--- src/design/sqlhm_pkg.sv ---
// ----------------------------------------------------------------------------
// sqlhm_pkg
// Types and constants shared by the SyncE QL/holdover monitor and its checker.
// ----------------------------------------------------------------------------
package sqlhm_pkg;

    // DPLL states as seen on the request and stored for the result
    typedef enum logic [2:0] {
        ST_FREERUN  = 3'd0,
        ST_ACQ      = 3'd1,
        ST_LOCKED   = 3'd2,
        ST_HOLDOVER = 3'd3,
        ST_NONE     = 3'd4
    } pll_state_t;

    typedef enum logic [1:0] {
        ALARM_NONE    = 2'd0,
        ALARM_BAD_CLK = 2'd1,
        ALARM_BAD_SYNC = 2'd2
    } alarm_t;

    typedef enum logic {
        REQ_EVAL  = 1'b0,
        REQ_CLEAR = 1'b1
    } req_t;

    // register byte addresses divided by four
    typedef enum logic [1:0] {
        REG_LO_QL        = 2'd0,
        REG_HOLDOVER_QL  = 2'd1,
        REG_HOLDOVER_SEC = 2'd2,
        REG_ADVANCED     = 2'd3
    } reg_idx_t;

    localparam int QL_W       = 4;
    localparam int STATE_W    = 3;
    localparam int ALARM_W    = 2;
    localparam int NOW_W      = 47;
    localparam int DEADLINE_W = 48;
    localparam int HOLD_S_W   = 17;
    localparam int HOLD_MS_W  = 27;
    localparam int LEFT_W     = 32;
    localparam int APB_AW     = 4;
    localparam int APB_DW     = 32;

    localparam logic [QL_W-1:0] QL_NONE  = 4'd15;
    localparam logic [QL_W-1:0] QL_RESET = 4'd14;
    localparam int              MS_PER_S = 1000;

endpackage

--- src/design/synce_quality_level_holdover_monitor_top.sv ---
// ----------------------------------------------------------------------------
// synce_quality_level_holdover_monitor_top
// Tracks the advertised SyncE DPLL state, QL and indices with a holdover timer.
// ----------------------------------------------------------------------------
// Takes one request per clock unless a stalled result holds the pipeline, a
// rate set by the state update loop, which closes through the state registers
// alone: the new deadline is an add of now_ms and the precomputed timer length
// in milliseconds, and expiry compares now_ms against the old deadline. A
// request passes the input register, the state update and the result register
// and returns one result. The result stage derives the reported state and
// remaining holdover time from the stored state. The user must write registers
// over APB only while no request is in flight; the block itself does not
// enforce it. The timer length is converted to milliseconds at write time.
module synce_quality_level_holdover_monitor_top #(
    parameter int INDEX_BITS = 7
) (
    input  logic        clk,
    input  logic        rst_n,
    // req_type
    input  logic        s_tuser,
    // pll_state[2:0], tracked_clock, tracked_sync, tracked_ql[3:0], now_ms[46:0]
    input  logic [((3 + 2*INDEX_BITS + 4 + 47 + 7) / 8) * 8 - 1:0] s_tdata,
    input  logic        s_tvalid,
    output logic        s_tready,
    // item_ignored, alarm_code[1:0], tx_ql_update, state_notify, ql_notify,
    // current_ql[3:0], reported_state[2:0], current_clock, current_sync,
    // holdover_left_ms[31:0]
    output logic [((45 + 2*INDEX_BITS + 7) / 8) * 8 - 1:0] m_tdata,
    output logic        m_tvalid,
    input  logic        m_tready,
    input  logic                          psel,
    input  logic                          penable,
    input  logic                          pwrite,
    input  logic [sqlhm_pkg::APB_AW-1:0]  paddr,
    input  logic [sqlhm_pkg::APB_DW-1:0]  pwdata,
    output logic [sqlhm_pkg::APB_DW-1:0]  prdata,
    output logic                          pready
);
    import sqlhm_pkg::*;

    localparam int IB          = INDEX_BITS;
    localparam int OUT_W       = 6 + QL_W + STATE_W + 2*IB + LEFT_W;
    localparam int OUT_TDATA_W = ((OUT_W + 7) / 8) * 8;

    localparam int PST_LSB  = 0;
    localparam int CLK_LSB  = PST_LSB + STATE_W;
    localparam int SYNC_LSB = CLK_LSB + IB;
    localparam int QL_LSB   = SYNC_LSB + IB;
    localparam int NOW_LSB  = QL_LSB + QL_W;

    localparam logic [IB-1:0] IDX_INVALID = {IB{1'b1}};

    // ---------------- configuration ----------------
    logic [QL_W-1:0]      lo_ql_reg;
    logic [QL_W-1:0]      hold_ql_reg;
    logic [HOLD_S_W-1:0]  hold_s_reg;
    logic [HOLD_MS_W-1:0] hold_ms_reg;
    logic                 adv_reg;
    logic                 cfg_wr;
    reg_idx_t             cfg_idx;

    assign pready  = 1'b1;
    assign cfg_wr  = psel && penable && pwrite && pready;
    assign cfg_idx = reg_idx_t'(paddr[3:2]);

    always_ff @(posedge clk or negedge rst_n)
    begin
        if (!rst_n)
        begin
            lo_ql_reg   <= QL_RESET;
            hold_ql_reg <= QL_RESET;
            hold_s_reg  <= '0;
            hold_ms_reg <= '0;
            adv_reg     <= 1'b0;
        end
        else if (cfg_wr)
        begin
            case (cfg_idx)
                REG_LO_QL:        lo_ql_reg   <= pwdata[QL_W-1:0];
                REG_HOLDOVER_QL:  hold_ql_reg <= pwdata[QL_W-1:0];
                REG_HOLDOVER_SEC:
                begin
                    hold_s_reg  <= pwdata[HOLD_S_W-1:0];
                    hold_ms_reg <= HOLD_MS_W'(pwdata[HOLD_S_W-1:0])
                                   * HOLD_MS_W'(MS_PER_S);
                end
                REG_ADVANCED:     adv_reg     <= pwdata[0];
                default:          lo_ql_reg   <= lo_ql_reg;
            endcase
        end
    end

    always_comb
    begin
        case (cfg_idx)
            REG_LO_QL:        prdata = APB_DW'(lo_ql_reg);
            REG_HOLDOVER_QL:  prdata = APB_DW'(hold_ql_reg);
            REG_HOLDOVER_SEC: prdata = APB_DW'(hold_s_reg);
            REG_ADVANCED:     prdata = APB_DW'(adv_reg);
            default:          prdata = '0;
        endcase
    end

    // ---------------- pipeline control ----------------
    logic out_valid_reg;
    logic en;

    // whole pipeline advances together whenever the result register is empty or taken
    assign en       = !out_valid_reg || m_tready;
    assign s_tready = en;

    // ---------------- input register ----------------
    logic               s1_valid_reg;
    req_t               s1_req_reg;
    logic [STATE_W-1:0] s1_pst_reg;
    logic [IB-1:0]      s1_clk_reg;
    logic [IB-1:0]      s1_sync_reg;
    logic [QL_W-1:0]    s1_ql_reg;
    logic [NOW_W-1:0]   s1_now_reg;

    always_ff @(posedge clk or negedge rst_n)
    begin
        if (!rst_n)
        begin
            s1_valid_reg <= 1'b0;
        end
        else if (en)
        begin
            s1_valid_reg <= s_tvalid;
        end
    end

    always_ff @(posedge clk)
    begin
        if (en && s_tvalid)
        begin
            s1_req_reg  <= req_t'(s_tuser);
            s1_pst_reg  <= s_tdata[PST_LSB +: STATE_W];
            s1_clk_reg  <= s_tdata[CLK_LSB +: IB];
            s1_sync_reg <= s_tdata[SYNC_LSB +: IB];
            s1_ql_reg   <= s_tdata[QL_LSB +: QL_W];
            s1_now_reg  <= s_tdata[NOW_LSB +: NOW_W];
        end
    end

    // ---------------- state update ----------------
    pll_state_t            state_reg, state_next;
    logic [QL_W-1:0]       ql_reg, ql_next;
    logic [IB-1:0]         clk_reg, clk_next;
    logic [IB-1:0]         sync_reg, sync_next;
    logic [DEADLINE_W-1:0] dl_reg, dl_next;

    logic            ign, txu, stn, qln, commit;
    alarm_t          alarm;
    logic [QL_W-1:0] worse_ql;
    logic [DEADLINE_W-1:0] now_ext;
    logic            past_dl;

    assign now_ext  = DEADLINE_W'(s1_now_reg);
    assign worse_ql = (ql_reg > hold_ql_reg) ? ql_reg : hold_ql_reg;
    assign past_dl  = now_ext > dl_reg;

    always_comb
    begin
        ign        = 1'b0;
        alarm      = ALARM_NONE;
        commit     = 1'b0;
        state_next = state_reg;
        ql_next    = ql_reg;
        clk_next   = IDX_INVALID;
        sync_next  = IDX_INVALID;
        dl_next    = dl_reg;
        if (s1_req_reg == REQ_CLEAR)
        begin
            if (hold_s_reg != '0)
            begin
                dl_next = '0;
            end
        end
        else
        begin
            case (s1_pst_reg)
                ST_ACQ, ST_LOCKED:
                begin
                    state_next = pll_state_t'(s1_pst_reg);
                    ql_next    = s1_ql_reg;
                    clk_next   = s1_clk_reg;
                    sync_next  = s1_sync_reg;
                    if (s1_clk_reg[IB-1])
                    begin
                        alarm = ALARM_BAD_CLK;
                        ign   = 1'b1;
                    end
                    else if (s1_sync_reg[IB-1])
                    begin
                        alarm = ALARM_BAD_SYNC;
                        ign   = 1'b1;
                    end
                    else if (s1_ql_reg == QL_NONE || s1_ql_reg > lo_ql_reg)
                    begin
                        ign = 1'b1;
                    end
                    commit = !ign;
                end
                ST_FREERUN:
                begin
                    state_next = ST_FREERUN;
                    ql_next    = lo_ql_reg;
                    commit     = 1'b1;
                end
                ST_HOLDOVER:
                begin
                    commit     = 1'b1;
                    state_next = ST_HOLDOVER;
                    // expiry is decided per case: a fresh deadline never lies behind now
                    case (state_reg)
                        ST_LOCKED:
                        begin
                            dl_next = now_ext + DEADLINE_W'(hold_ms_reg);
                            ql_next = worse_ql;
                        end
                        ST_HOLDOVER:
                        begin
                            ql_next = ql_reg;
                            if (past_dl)
                            begin
                                state_next = ST_FREERUN;
                                ql_next    = lo_ql_reg;
                            end
                        end
                        default:
                        begin
                            if (adv_reg)
                            begin
                                ql_next = worse_ql;
                                if (past_dl)
                                begin
                                    state_next = ST_FREERUN;
                                    ql_next    = lo_ql_reg;
                                end
                            end
                            else
                            begin
                                dl_next = '0;
                                ql_next = lo_ql_reg;
                                if (s1_now_reg != '0)
                                begin
                                    state_next = ST_FREERUN;
                                end
                            end
                        end
                    endcase
                end
                default:
                begin
                    ign = 1'b1;
                end
            endcase
        end
        txu = commit && (ql_next != ql_reg || clk_next != clk_reg || sync_next != sync_reg);
        stn = commit && (state_next != state_reg);
        qln = commit && (ql_next != ql_reg || sync_next != sync_reg);
    end

    logic upd;
    assign upd = s1_valid_reg && en;

    always_ff @(posedge clk or negedge rst_n)
    begin
        if (!rst_n)
        begin
            state_reg <= ST_NONE;
            ql_reg    <= QL_NONE;
            clk_reg   <= IDX_INVALID;
            sync_reg  <= IDX_INVALID;
            dl_reg    <= '0;
        end
        else if (upd)
        begin
            dl_reg <= dl_next;
            if (commit)
            begin
                state_reg <= state_next;
                ql_reg    <= ql_next;
                clk_reg   <= clk_next;
                sync_reg  <= sync_next;
            end
        end
    end

    // ---------------- stage 2: flags held while status is formed ----------------
    logic             s2_valid_reg;
    logic             s2_ign_reg;
    alarm_t           s2_alarm_reg;
    logic             s2_txu_reg;
    logic             s2_stn_reg;
    logic             s2_qln_reg;
    logic [NOW_W-1:0] s2_now_reg;

    always_ff @(posedge clk or negedge rst_n)
    begin
        if (!rst_n)
        begin
            s2_valid_reg <= 1'b0;
        end
        else if (en)
        begin
            s2_valid_reg <= s1_valid_reg;
        end
    end

    always_ff @(posedge clk)
    begin
        if (upd)
        begin
            s2_ign_reg   <= ign;
            s2_alarm_reg <= alarm;
            s2_txu_reg   <= txu;
            s2_stn_reg   <= stn;
            s2_qln_reg   <= qln;
            s2_now_reg   <= s1_now_reg;
        end
    end

    // state registers now hold the values left by the item in stage 2
    pll_state_t            rep_state;
    logic [LEFT_W-1:0]     left_ms;
    logic [DEADLINE_W-1:0] s2_now_ext;
    logic [DEADLINE_W-1:0] dl_diff;

    assign s2_now_ext = DEADLINE_W'(s2_now_reg);
    assign dl_diff    = dl_reg - s2_now_ext;

    always_comb
    begin
        rep_state = state_reg;
        left_ms   = '0;
        if (state_reg == ST_HOLDOVER)
        begin
            if (s2_now_ext >= dl_reg)
            begin
                rep_state = ST_FREERUN;
            end
            else
            begin
                left_ms = dl_diff[LEFT_W-1:0];
            end
        end
    end

    // ---------------- result register ----------------
    logic [OUT_W-1:0] out_data_reg;

    always_ff @(posedge clk or negedge rst_n)
    begin
        if (!rst_n)
        begin
            out_valid_reg <= 1'b0;
        end
        else if (en)
        begin
            out_valid_reg <= s2_valid_reg;
        end
    end

    always_ff @(posedge clk)
    begin
        if (en && s2_valid_reg)
        begin
            out_data_reg <= {left_ms, sync_reg, clk_reg, rep_state, ql_reg,
                             s2_qln_reg, s2_stn_reg, s2_txu_reg, s2_alarm_reg, s2_ign_reg};
        end
    end

    assign m_tvalid = out_valid_reg;
    assign m_tdata  = OUT_TDATA_W'(out_data_reg);

endmodule

--- config.mk ---
export PLATFORM = sky130hd
export DESIGN_NAME = synce_quality_level_holdover_monitor_top
export DESIGN_NICKNAME = d
export VERILOG_FILES = /design/src/design/sqlhm_pkg.sv /design/src/design/synce_quality_level_holdover_monitor_top.sv
export SDC_FILE = /design/constraint.sdc
export NUM_CORES = 1
export LEC_CHECK = 0
export BUFFER_PORTS_ARGS = -buffer_cell sky130_fd_sc_hd__buf_4
export CORE_ASPECT_RATIO = 0.6
export CORE_MARGIN = 1.5
export CORE_UTILIZATION = 60
export DETAILED_ROUTE_END_ITERATION = 8
export MAX_ROUTING_LAYER = met4
export PLACE_DENSITY = 0.9
export SKIP_CTS_REPAIR_TIMING = 1
export SLEW_MARGIN = 40
export SYNTH_ARGS = -nofsm -noshare
export SYNTH_HDL_FRONTEND = slang
export SYNTH_SLANG_ARGS = --single-unit
--- constraint.sdc ---
create_clock -name clk -period 5.7 [get_ports clk]
set_clock_uncertainty 0.05 [all_clocks]
set_input_delay 0.57 -clock clk [delete_from_list [all_inputs] [get_ports clk]]
set_output_delay 0.57 -clock clk [all_outputs]
set_load 0.05 [all_outputs]
## After elaboration in Yosys (flattened, before gate mapping)

Cells that the tools add are included.

- Word-level logic and storage cells: 119
- Bits in registers: 303

- Equality and inequality tests: 16
- Muxes and demuxes: 35
- $mul: 1
- Reduce and logical (&&, ||, !) cells: 31
- Bitwise logic cells: 2
- Order comparisons: 4
- Add/subtract/negate cells: 2

Operators by type and width:

| cell | count |
|---|---|
| 2-to-1 mux 48 bit | 4 |
| one-hot mux 32 bit (4 select lines) | 1 |
| one-hot mux 48 bit (2 select lines) | 1 |
| adder 47 x 27 -> 48 bit | 1 |
| >= comparator 47 x 48 -> 1 bit | 1 |
| greater-than comparator 47 x 48 -> 1 bit | 1 |
| nonzero test 47 bit | 1 |
| subtractor 32 bit | 1 |
| 2-to-1 mux 7 bit | 4 |
| multiplier 17 x 7 -> 24 bit, second input constant | 1 |
| 2-to-1 mux 4 bit | 5 |
| nonzero test 17 bit | 1 |
| inequality test 7 bit | 2 |
| equality test 3 x 2 -> 1 bit, second input constant | 4 |
| 2-to-1 mux 3 bit | 4 |
| one-hot mux 4 bit (3 select lines) | 1 |
| AND reduction 2 bit | 5 |
| one-hot mux 3 bit (3 select lines) | 1 |
| greater-than comparator 4 bit | 2 |
| logical AND 1 bit | 8 |
| one-hot mux 4 bit (2 select lines) | 1 |
| OR reduction 2 bit | 4 |
| 2-to-1 mux 1 bit | 7 |
| 2-to-1 mux 2 bit | 3 |
| 19 further kinds | 27 |

## Logic depth before layout (Yosys ltp)

Gate-level depths: netlist of run 1.

- Word-level depth: 11
- Mapped depth: 17
- Gate-level depth less buffers: 17

## Worst setup path before layout of run 1

Ideal clock, no wire load.

- Kind: in2reg
- Start: input pwdata[0] (netlist name)
- End: register hold_ms_reg[24]
- Path slack: 0.874 ns
- Library setup time: 0.095 ns
- Cell stages on the path: 16
- Arrival time: 4.680 ns
- Cells stage by stage: fa_1 -> inv_1 -> fa_1 -> fa_1 -> inv_1 -> fa_1 -> ha_1 -> a21o_1 -> a21oi_1 -> o21ai_0 -> a31oi_1 -> o21ai_0 -> a211oi_1 -> a21oi_1 -> o21a_1 -> o31ai_1

- Word-level cells in the longest chain between the ends: 1

RTL lines:

| what | RTL line | source |
|---|---|---|
| start: declaration | synce_quality_level_holdover_monitor_top.sv:35 | `input logic [sqlhm_pkg::APB_DW-1:0] pwdata,` |
| multiplier 17 x 7 -> 24 bit | synce_quality_level_holdover_monitor_top.sv:85 | `* HOLD_MS_W'(MS_PER_S);` |
| end signal: assignment | synce_quality_level_holdover_monitor_top.sv:84 | `hold_ms_reg <= HOLD_MS_W'(pwdata[HOLD_S_W-1:0])` |
| end: declaration | synce_quality_level_holdover_monitor_top.sv:57 | `logic [HOLD_MS_W-1:0] hold_ms_reg;` |

No other way between the ends.
A chain may end at the register's enable or synchronous reset.

## Worst setup path in the final report of run 1

Ends and elaborated chain as after synthesis.

==> results of run 1 <==
==> layer usage <==
layer / share of wire / GRT usage / vias to the layer above
met1: 0.43 / 0.4371 / 7403
met4: 0.033 / 0.1016 / 0
met2: 0.44 / 0.4666 / 846
li1: - / - / 7016
met5: 0 / - / -
met3: 0.099 / 0.05820 / 140
==> logic make-up after synthesis <==
group           Yosys count
flops                   301
buf+inv                 214
xor+xnor                 84
simple gates            555
other cells               2
mux                      27
fa+ha+maj               272
compound gates          430
==> synth_stat cells (all sizes together), types with 6 or more instances <==
master and instances:
dfrtp 95, nor2b 24, mux2i 13, xor2 34, dfstp 25, nand4 23, nand3 27, nor3 31
ha 212, and3 17, a21o 45, nand2 211, fa 60, and2 23, nor2 121, o31ai 11
edfxtp 181, clkbuf 45, mux2 13, inv 143, a211oi 21, or2 9, a21boi 6, nor4 28
a31oi 15, a22o 9, o21ai 126, o211ai 7, a21oi 104, xnor2 50, a2111oi 9, buf 26
o21a 17, nand2b 20
==> power breakdown <==
part	switching, uW	total [uW]	internal [uW]
sequential	384	3260	2870
combinational	2640	4210	1570
clock	874	1910	1030
total	3900	9370	5470
==> worst max-delay path by stage <==
stage	cells past startpoint	endpoint	from	slack [ns]
after global routing	17	hold_ms_reg[26]	pwdata[0]	0.49
after floorplan	16	hold_ms_reg[24]	pwdata[0]	0.87
after detailed placement	17	hold_ms_reg[26]	pwdata[0]	0.24
after CTS	17	hold_ms_reg[24]	pwdata[0]	0.84
final	17	hold_ms_reg[24]	pwdata[0]	0.73
after global placement	17	hold_ms_reg[26]	pwdata[0]	0.38
==> stage by stage <==
stage               power, uW  hold slack, ns  setup slack [ns]  area [um^2]    util
floorplan                6174          0.2244            0.8743        19810       -
CTS                      9285         -0.1132            0.8445        22320  0.6886
global route             9867         0.09339            0.4851        22340  0.6892
detailed placement       7351          0.3556            0.2396        21410  0.6605
global placement         7127          0.3527            0.3839        21360  0.6588
finish                   9371          0.1103            0.7277        22340  0.6892
==> area by class of cell <==
type / count / area, um^2 / share of cell area
well taps: 424 / 530.5 / 0.02374
clock inverters: 20 / 166.4 / 0.007448
diodes: 1 / 2.502 / 0.0001120
flip-flops and latches: 301 / 8469 / 0.3791
repair buffers: 185 / 1420 / 0.06356
inverters: 143 / 536.8 / 0.02402
clock buffers: 34 / 744.5 / 0.03332
multi-input cells: 1389 / 10470 / 0.4687
==> layout by cell type, fill, tap and decap left out, types with 7 or more instances in the layout <==
master	count
xor2_1	34
clkinv_1	10
mux2i_1	13
clkbuf_16	29
xnor2_1	50
a2111oi_0	7
nand3_1	26
a211oi_1	16
buf_4	181
a21o_1	44
nand2b_1	20
nand2_1	211
mux2_2	13
nor2b_1	23
and2_1	21
dfstp_2	25
a22o_1	9
conb_1	21
or2_2	7
and3_1	14
a21oi_1	103
dfrtp_1	95
o21a_1	17
fa_1	60
edfxtp_1	181
inv_1	142
nor2_1	120
nand4_1	23
o21ai_0	122
a31oi_1	15
nor4_1	26
o31ai_1	11
o211ai_1	7
nor3_1	30
ha_1	212
==> flow_metrics.env, run 1 <==
export IMPL_result_of_the_run="finished clean"
export IMPL_biggest_area_contributors_in_the_synthesized_netlist="edfxtp_1, ha_1, dfrtp_1"
export IMPL_path_cells="buf_4 -> fa_1 -> inv_1 -> fa_1 -> fa_1 -> inv_1 -> fa_1 -> ha_1 -> a21o_1 -> a21oi_1 -> o21ai_0 -> a31oi_1 -> o21ai_0 -> a211oi_1 -> a21oi_1 -> o21a_1 -> o31ai_1"
export IMPL_cts_htree_levels=1
export IMPL_floorplan_initialDensity=0.6088
export IMPL_synthToLayoutAreaGrowth_pct=13.22
export IMPL_drtPass1Iterations=5
export IMPL_stdcell_count=2497
export IMPL_io_buffers=172
export IMPL_slew_viol_final=0
export IMPL_crit_path_start_kind="input pin"
export IMPL_initial_antenna_violation_count=1
export IMPL_fin_nets=2437
export IMPL_detailed_place_hpwl_mm=38.83
export IMPL_routed_wirelength_mm=51.62
export IMPL_number_of_distinct_standard_cells_referenced_by_the_synthesized_netlist=89
export IMPL_hold_path_startpoint="s_tdata[67]"
export IMPL_vdd_drop_max_mv=0.3485
export IMPL_critPathCaptureType="flop"
export IMPL_static_leakage_power_uw=0.009740
export IMPL_synth_largest_type_area_fraction=0.2754
export IMPL_maxCapViolations=0
export IMPL_min_delay_path_depth=1
export IMPL_layout_filler_cells=2353
export IMPL_first_global_vias=15230
export IMPL_finalCriticalPeriod_ns=4.972
export IMPL_yosys_area_share_adder=0.1953
export IMPL_globalplace_congestion=0.9354
export IMPL_global_route_usage_total=0.3135
export IMPL_timing_critical_path_buf_inv=3
export IMPL_path_max_fanout=8
export IMPL_power_density_mw_per_mm2=419.4
export IMPL_critical_path_arrival_ns=5.42
export IMPL_worst_ep_required_time_ns=6.15
export IMPL_number_of_clock_sinks_seen_by_cts=301
export IMPL_timing_critical_path_mode_cell="fa_1"
export IMPL_synth_mux_area_frac=0.01515
export IMPL_capture_endpoint_of_the_worst_hold_path="s1_now_reg[46]"
export IMPL_synth_cell_area_mm2=0.01973
export IMPL_count_of_cells_along_the_worst_register_to_register_path=11
export IMPL_routed_via_density=6.169
export IMPL_timing_reg2reg_setup_slack_ns=1.68
export IMPL_design_die_area_mm2=0.03402
export IMPL_cts_buffers=29
export IMPL_routed_via_count=15410
export IMPL_detail_route_drc_violations=0
export IMPL_clkTransAtPathRegs_ns=0.07
export IMPL_finalHoldViolations=0
export IMPL_reg2reg_to="out_data_reg[43]"
export IMPL_layout_drive_gt1_share=0.1477
export IMPL_post_synth_and_or_nand_nor_area_fraction=0.1347
export IMPL_floorplan_io_pins=215
export IMPL_yosysSeqAreaShare=0.4292
export IMPL_clkLatencyLatePin_ns=0.59
export IMPL_rsz0062_at_grt="no"
export IMPL_post_drt_wl_per_cell_um=20.67
export IMPL_synthesis_warnings=0
export IMPL_timing_max_slew_rel_slack=0.4536
export IMPL_die_width_um=237.1
export IMPL_synth_compound_gate_area_share=0.1424
export IMPL_cp_slowest_stage_delay_ns=0.58
export IMPL_grt_start_max_net_pins=61
export IMPL_ys_seq_elements=301
export IMPL_synthesis_area_per_instance_um2=10.47
export IMPL_synth_top_cell_by_area="edfxtp_1"
export IMPL_crit_type="in2reg"
export IMPL_crit_reg2reg_launch="dl_reg[8]"
export IMPL_placementRows=51
export IMPL_design_core_area_mm2=0.03242
export IMPL_slowest_stage="a211oi_1"
export IMPL_syn_instance_count=1885
export IMPL_cell_at_the_root_of_the_clock_tree="clkbuf_16"
export IMPL_grt_overflow=0
export IMPL_timing_worst_slew_pin_value_ns=0.7990
export IMPL_largest_register_ffs=59
export IMPL_max_freq_ghz=0.2011
export IMPL_initialDrtViolationCount=1648
export IMPL_ctsLongestPathBuffers=3
export IMPL_first_pass_grt_wire_length_mm=81.56
export IMPL_tritoncts_clock_tree="built"
export IMPL_finalSetupViolations=0
export IMPL_holdCritPathClass="in2reg"
export IMPL_ys_async_sr_fraction=0.3987
export IMPL_place_detailed_instances=2441
export IMPL_synth_edf_count=181
export IMPL_drtAntennaViolNets=0
export IMPL_largest_family_of_logic_cells_by_synthesized_area="adder cells"
export IMPL_ys_dominant_reg_cell="edfxtp_1"
export IMPL_fin_tns_setup_ns=0
export IMPL_critPathTopFamily="adder cells"
export IMPL_synth_xor_area_share=0.03728
export IMPL_die_height_um=143.5
export IMPL_min_period_over_period=0.8723
(Power assumes the default switching activity.)
==> inputs of run 2 (changes only) <==
--- a/config.mk
+++ b/config.mk
@@ -5,13 +5,14 @@
 export SDC_FILE = /design/constraint.sdc
 export NUM_CORES = 1
 export LEC_CHECK = 0
+export ABC_AREA = 1
 export BUFFER_PORTS_ARGS = -buffer_cell sky130_fd_sc_hd__buf_4
 export CORE_ASPECT_RATIO = 0.6
 export CORE_MARGIN = 1.5
 export CORE_UTILIZATION = 60
 export DETAILED_ROUTE_END_ITERATION = 8
 export MAX_ROUTING_LAYER = met4
-export PLACE_DENSITY = 0.9
+export PLACE_DENSITY = 0.78
 export SKIP_CTS_REPAIR_TIMING = 1
 export SLEW_MARGIN = 40
 export SYNTH_ARGS = -nofsm -noshare
==> constraint.sdc (replaced) <==
create_clock -name clk -period 5.7 [get_ports clk]
set_clock_uncertainty 0.05 [all_clocks]
set_input_delay 1.14 -clock clk [delete_from_list [all_inputs] [get_ports clk]]
set_output_delay 1.14 -clock clk [all_outputs]
set_load 0.05 [all_outputs]
==> run 2 against run 1 <==
Compared with the run above: combinational power increased by 30%; area after synthesis fell by 0.14%; synthesized cell count grew 12%; sequential power is 4% higher; wire length rose by 3.0%; hold slack improved by 0.25 ns; die area shrank 0.14%; via count increased by 2.8%; utilization is 0.62 points higher; critical path type unchanged.
==> flow_metrics.env, run 2 <==
export IMPL_cts_htree_levels=1
export IMPL_grt_overflow=0
export IMPL_layout_cells_most_common_list="nand2_1, inv_1, ha_1"
export IMPL_post_drt_wl_per_cell_um=19.34
export IMPL_timing_worst_slew_pin_value_ns=0.8277
export IMPL_min_period_over_period=0.8974
export IMPL_yosysSeqAreaShare=0.4298
export IMPL_maxCapViolations=0
export IMPL_ys_async_sr_fraction=0.3987
export IMPL_placementRows=51
export IMPL_crit_path_start_kind="input pin"
export IMPL_commonest_non_fill_non_tap_cell_in_the_layout="nand2_1"
export IMPL_layout_filler_cells=2465
export IMPL_biggest_area_contributors_in_the_synthesized_netlist="edfxtp_1, ha_1, dfrtp_1"
export IMPL_ctsLongestPathBuffers=3
export IMPL_floorplan_io_pins=215
export IMPL_stdcell_count=2748
export IMPL_critPathTopFamily="adder cells"
export IMPL_path_max_fanout=8
export IMPL_finalHoldViolations=0
export IMPL_power_density_mw_per_mm2=487.3
export IMPL_initial_antenna_violation_count=2
export IMPL_drtPass1Iterations=5
export IMPL_synthToLayoutAreaGrowth_pct=14.18
export IMPL_finish_instance_area_mm2=0.02250
export IMPL_synth_largest_type_area_fraction=0.2758
export IMPL_critPathCaptureType="flop"
export IMPL_globalplace_congestion=0.9598
export IMPL_die_width_um=237.0
export IMPL_number_of_clock_sinks_seen_by_cts=301
export IMPL_worst_ep_required_time_ns=6.11
export IMPL_critical_path_arrival_ns=5.53
export IMPL_result_of_the_run="finished clean"
export IMPL_finalSetupViolations=0
export IMPL_holdCritPathClass="reg2reg"
export IMPL_synth_cells_most_frequent="nand2_1, inv_1, ha_1, edfxtp_1, nor2_1"
export IMPL_synthMostInstantiatedCell="nand2_1"
export IMPL_ys_dominant_reg_cell="edfxtp_1"
export IMPL_syn_instance_count=2113
export IMPL_design_core_area_mm2=0.03235
export IMPL_pre_cts_ws_ns=0.04927
export IMPL_path_cells="buf_4 -> fa_1 -> inv_1 -> fa_1 -> fa_1 -> inv_1 -> fa_1 -> ha_1 -> nand3_1 -> nand3_1 -> a31oi_1 -> o21ai_1 -> a21boi_1 -> o21ai_1 -> a21boi_1 -> o21ai_1 -> nand2_1 -> nand2_1 -> nand2_1 -> nand3_1 -> nand2_1"
export IMPL_slowest_stage="fa_1"
export IMPL_setup_ws_ns=0.5850
export IMPL_number_of_distinct_standard_cells_referenced_by_the_synthesized_netlist=62
export IMPL_drtAntennaViolNets=0
export IMPL_clkTransAtPathRegs_ns=0.07
export IMPL_cts_buffers=30
export IMPL_rsz0062_at_grt="no"
export IMPL_cell_at_the_root_of_the_clock_tree="clkbuf_16"
export IMPL_first_pass_grt_wire_length_mm=82.54
export IMPL_first_global_vias=15210
export IMPL_place_area_mm2=0.02143
export IMPL_synth_top_cell_by_area="edfxtp_1"
export IMPL_die_height_um=143.4
export IMPL_fin_tns_setup_ns=0
export IMPL_synth_cell_area_mm2=0.01971
export IMPL_ys_seq_elements=301
export IMPL_routed_via_count=15840
export IMPL_cp_slowest_stage_delay_ns=0.56
export IMPL_multiInputGateArea_mm2=0.009947
export IMPL_crit_type="in2reg"
export IMPL_synthesis_warnings=0
export IMPL_io_buffers=172
export IMPL_global_route_usage_total=0.3245
export IMPL_tritoncts_clock_tree="built"
export IMPL_finalCriticalPeriod_ns=5.115
export IMPL_synthesis_area_per_instance_um2=9.326
export IMPL_routed_wirelength_mm=53.15
export IMPL_initialDrtViolationCount=1248
export IMPL_layout_drive_gt1_share=0.1361
export IMPL_design_die_area_mm2=0.03398
export IMPL_detailed_place_hpwl_mm=41.44
export IMPL_timing_max_slew_rel_slack=0.4482
export IMPL_slew_viol_final=0
export IMPL_area_taken_by_flip_flops_and_latches_mm2=0.008469
export IMPL_floorplan_initialDensity=0.6091
export IMPL_clkLatencyLatePin_ns=0.58
export IMPL_largest_register_ffs=59
export IMPL_grt_start_max_net_pins=56
export IMPL_fin_nets=2686
export IMPL_synth_edf_count=181
export IMPL_detail_route_drc_violations=0
export IMPL_routed_via_density=5.766
export IMPL_place_detailed_instances=2689
export IMPL_timing_critical_path_buf_inv=3
export IMPL_vdd_drop_max_mv=0.3173
export IMPL_max_freq_ghz=0.1955
export IMPL_static_leakage_power_uw=0.01036
## run 2: cell count changes after synthesis, moves of 30 or more
cell     previous run  this run
inv_1             143       293
o22ai_1             4        35
a21o_1             44        12
nand3_1            27        73
a21oi_1           104       149
nor2_1            121       151
nand2_1           211       384
xnor2_1            50        18
## run 2: logic make-up after synthesis
| kind of cell | synth area share |
|---|---|
| adder cells (fa/ha/maj) | 0.1956 |
| other | 0.0003811 |
| AND/OR/NAND/NOR | 0.1573 |
| buffers and inverters | 0.07092 |
| AO/OA/AOI/OAI | 0.1203 |
| flip-flops | 0.4298 |
| XOR/XNOR | 0.02578 |
## run 2: per-layer routing
layer,vias to the layer above,routed length [um],track usage
met5,-,0,-
met4,0,1264,0.08097
met3,93,4907,0.06281
met2,701,22100,0.4559
met1,7549,24880,0.4816
li1,7501,-,-
## run 2: final cells by class
class                      instances  share of cell area
antenna                            2           0.0002224
clock buffer                      40             0.03548
clock inverter                    16             0.01045
inverter                         298             0.04977
multi-input combinational       1484              0.4421
sequential                       301              0.3764
tap                              424             0.02358
timing repair buffer             183             0.06200
## run 2: through the flow
stage	hold WS (ns)	total power, uW	util
after floorplan	0.3503	7190	-
after global placement	0.3556	8607	0.6621
after detailed placement	0.3545	8770	0.6623
after CTS	0.3691	10890	0.6942
after global routing	0.3752	11710	0.6955
final	0.3636	10960	0.6955
## run 2: worst paths after layout
path                         startpoint         endpoint  slack (ns)  depth (start not counted)
min reg2reg                  s2_qln_reg  out_data_reg[5]        0.36                          0
max in group asynchronous         rst_n   hold_ql_reg[1]        4.17                          2
min in group asynchronous         rst_n     state_reg[1]        0.48                          1
max reg2reg                state_reg[2]       dl_reg[21]        2.16                         11
min                          s2_qln_reg  out_data_reg[5]        0.36                          0
max                           pwdata[0]  hold_ms_reg[24]        0.58                         21
## run 2: power breakdown
| group | leakage (uW) | total, uW | switching (uW) | internal (uW) |
|---|---|---|---|---|
| logic | 0.00664 | 5490 | 3640 | 1840 |
| registers | 0.00323 | 3390 | 371 | 3020 |
| clock network | 0.000494 | 2090 | 867 | 1220 |
| total | 0.0104 | 11000 | 4880 | 6080 |
## run 2: worst register-to-register path, stage by stage, from the launching register on
cell	delay, ns
dfstp_2	0.56
nor2_1	0.09
inv_1	0.25
nor2_1	0.21
nor2_1	0.27
o21ai_1	0.17
a211oi_4	0.26
buf_4	0.51
nand2_1	0.19
inv_2	0.49
o21ai_0	0.23
o22ai_1	0.16
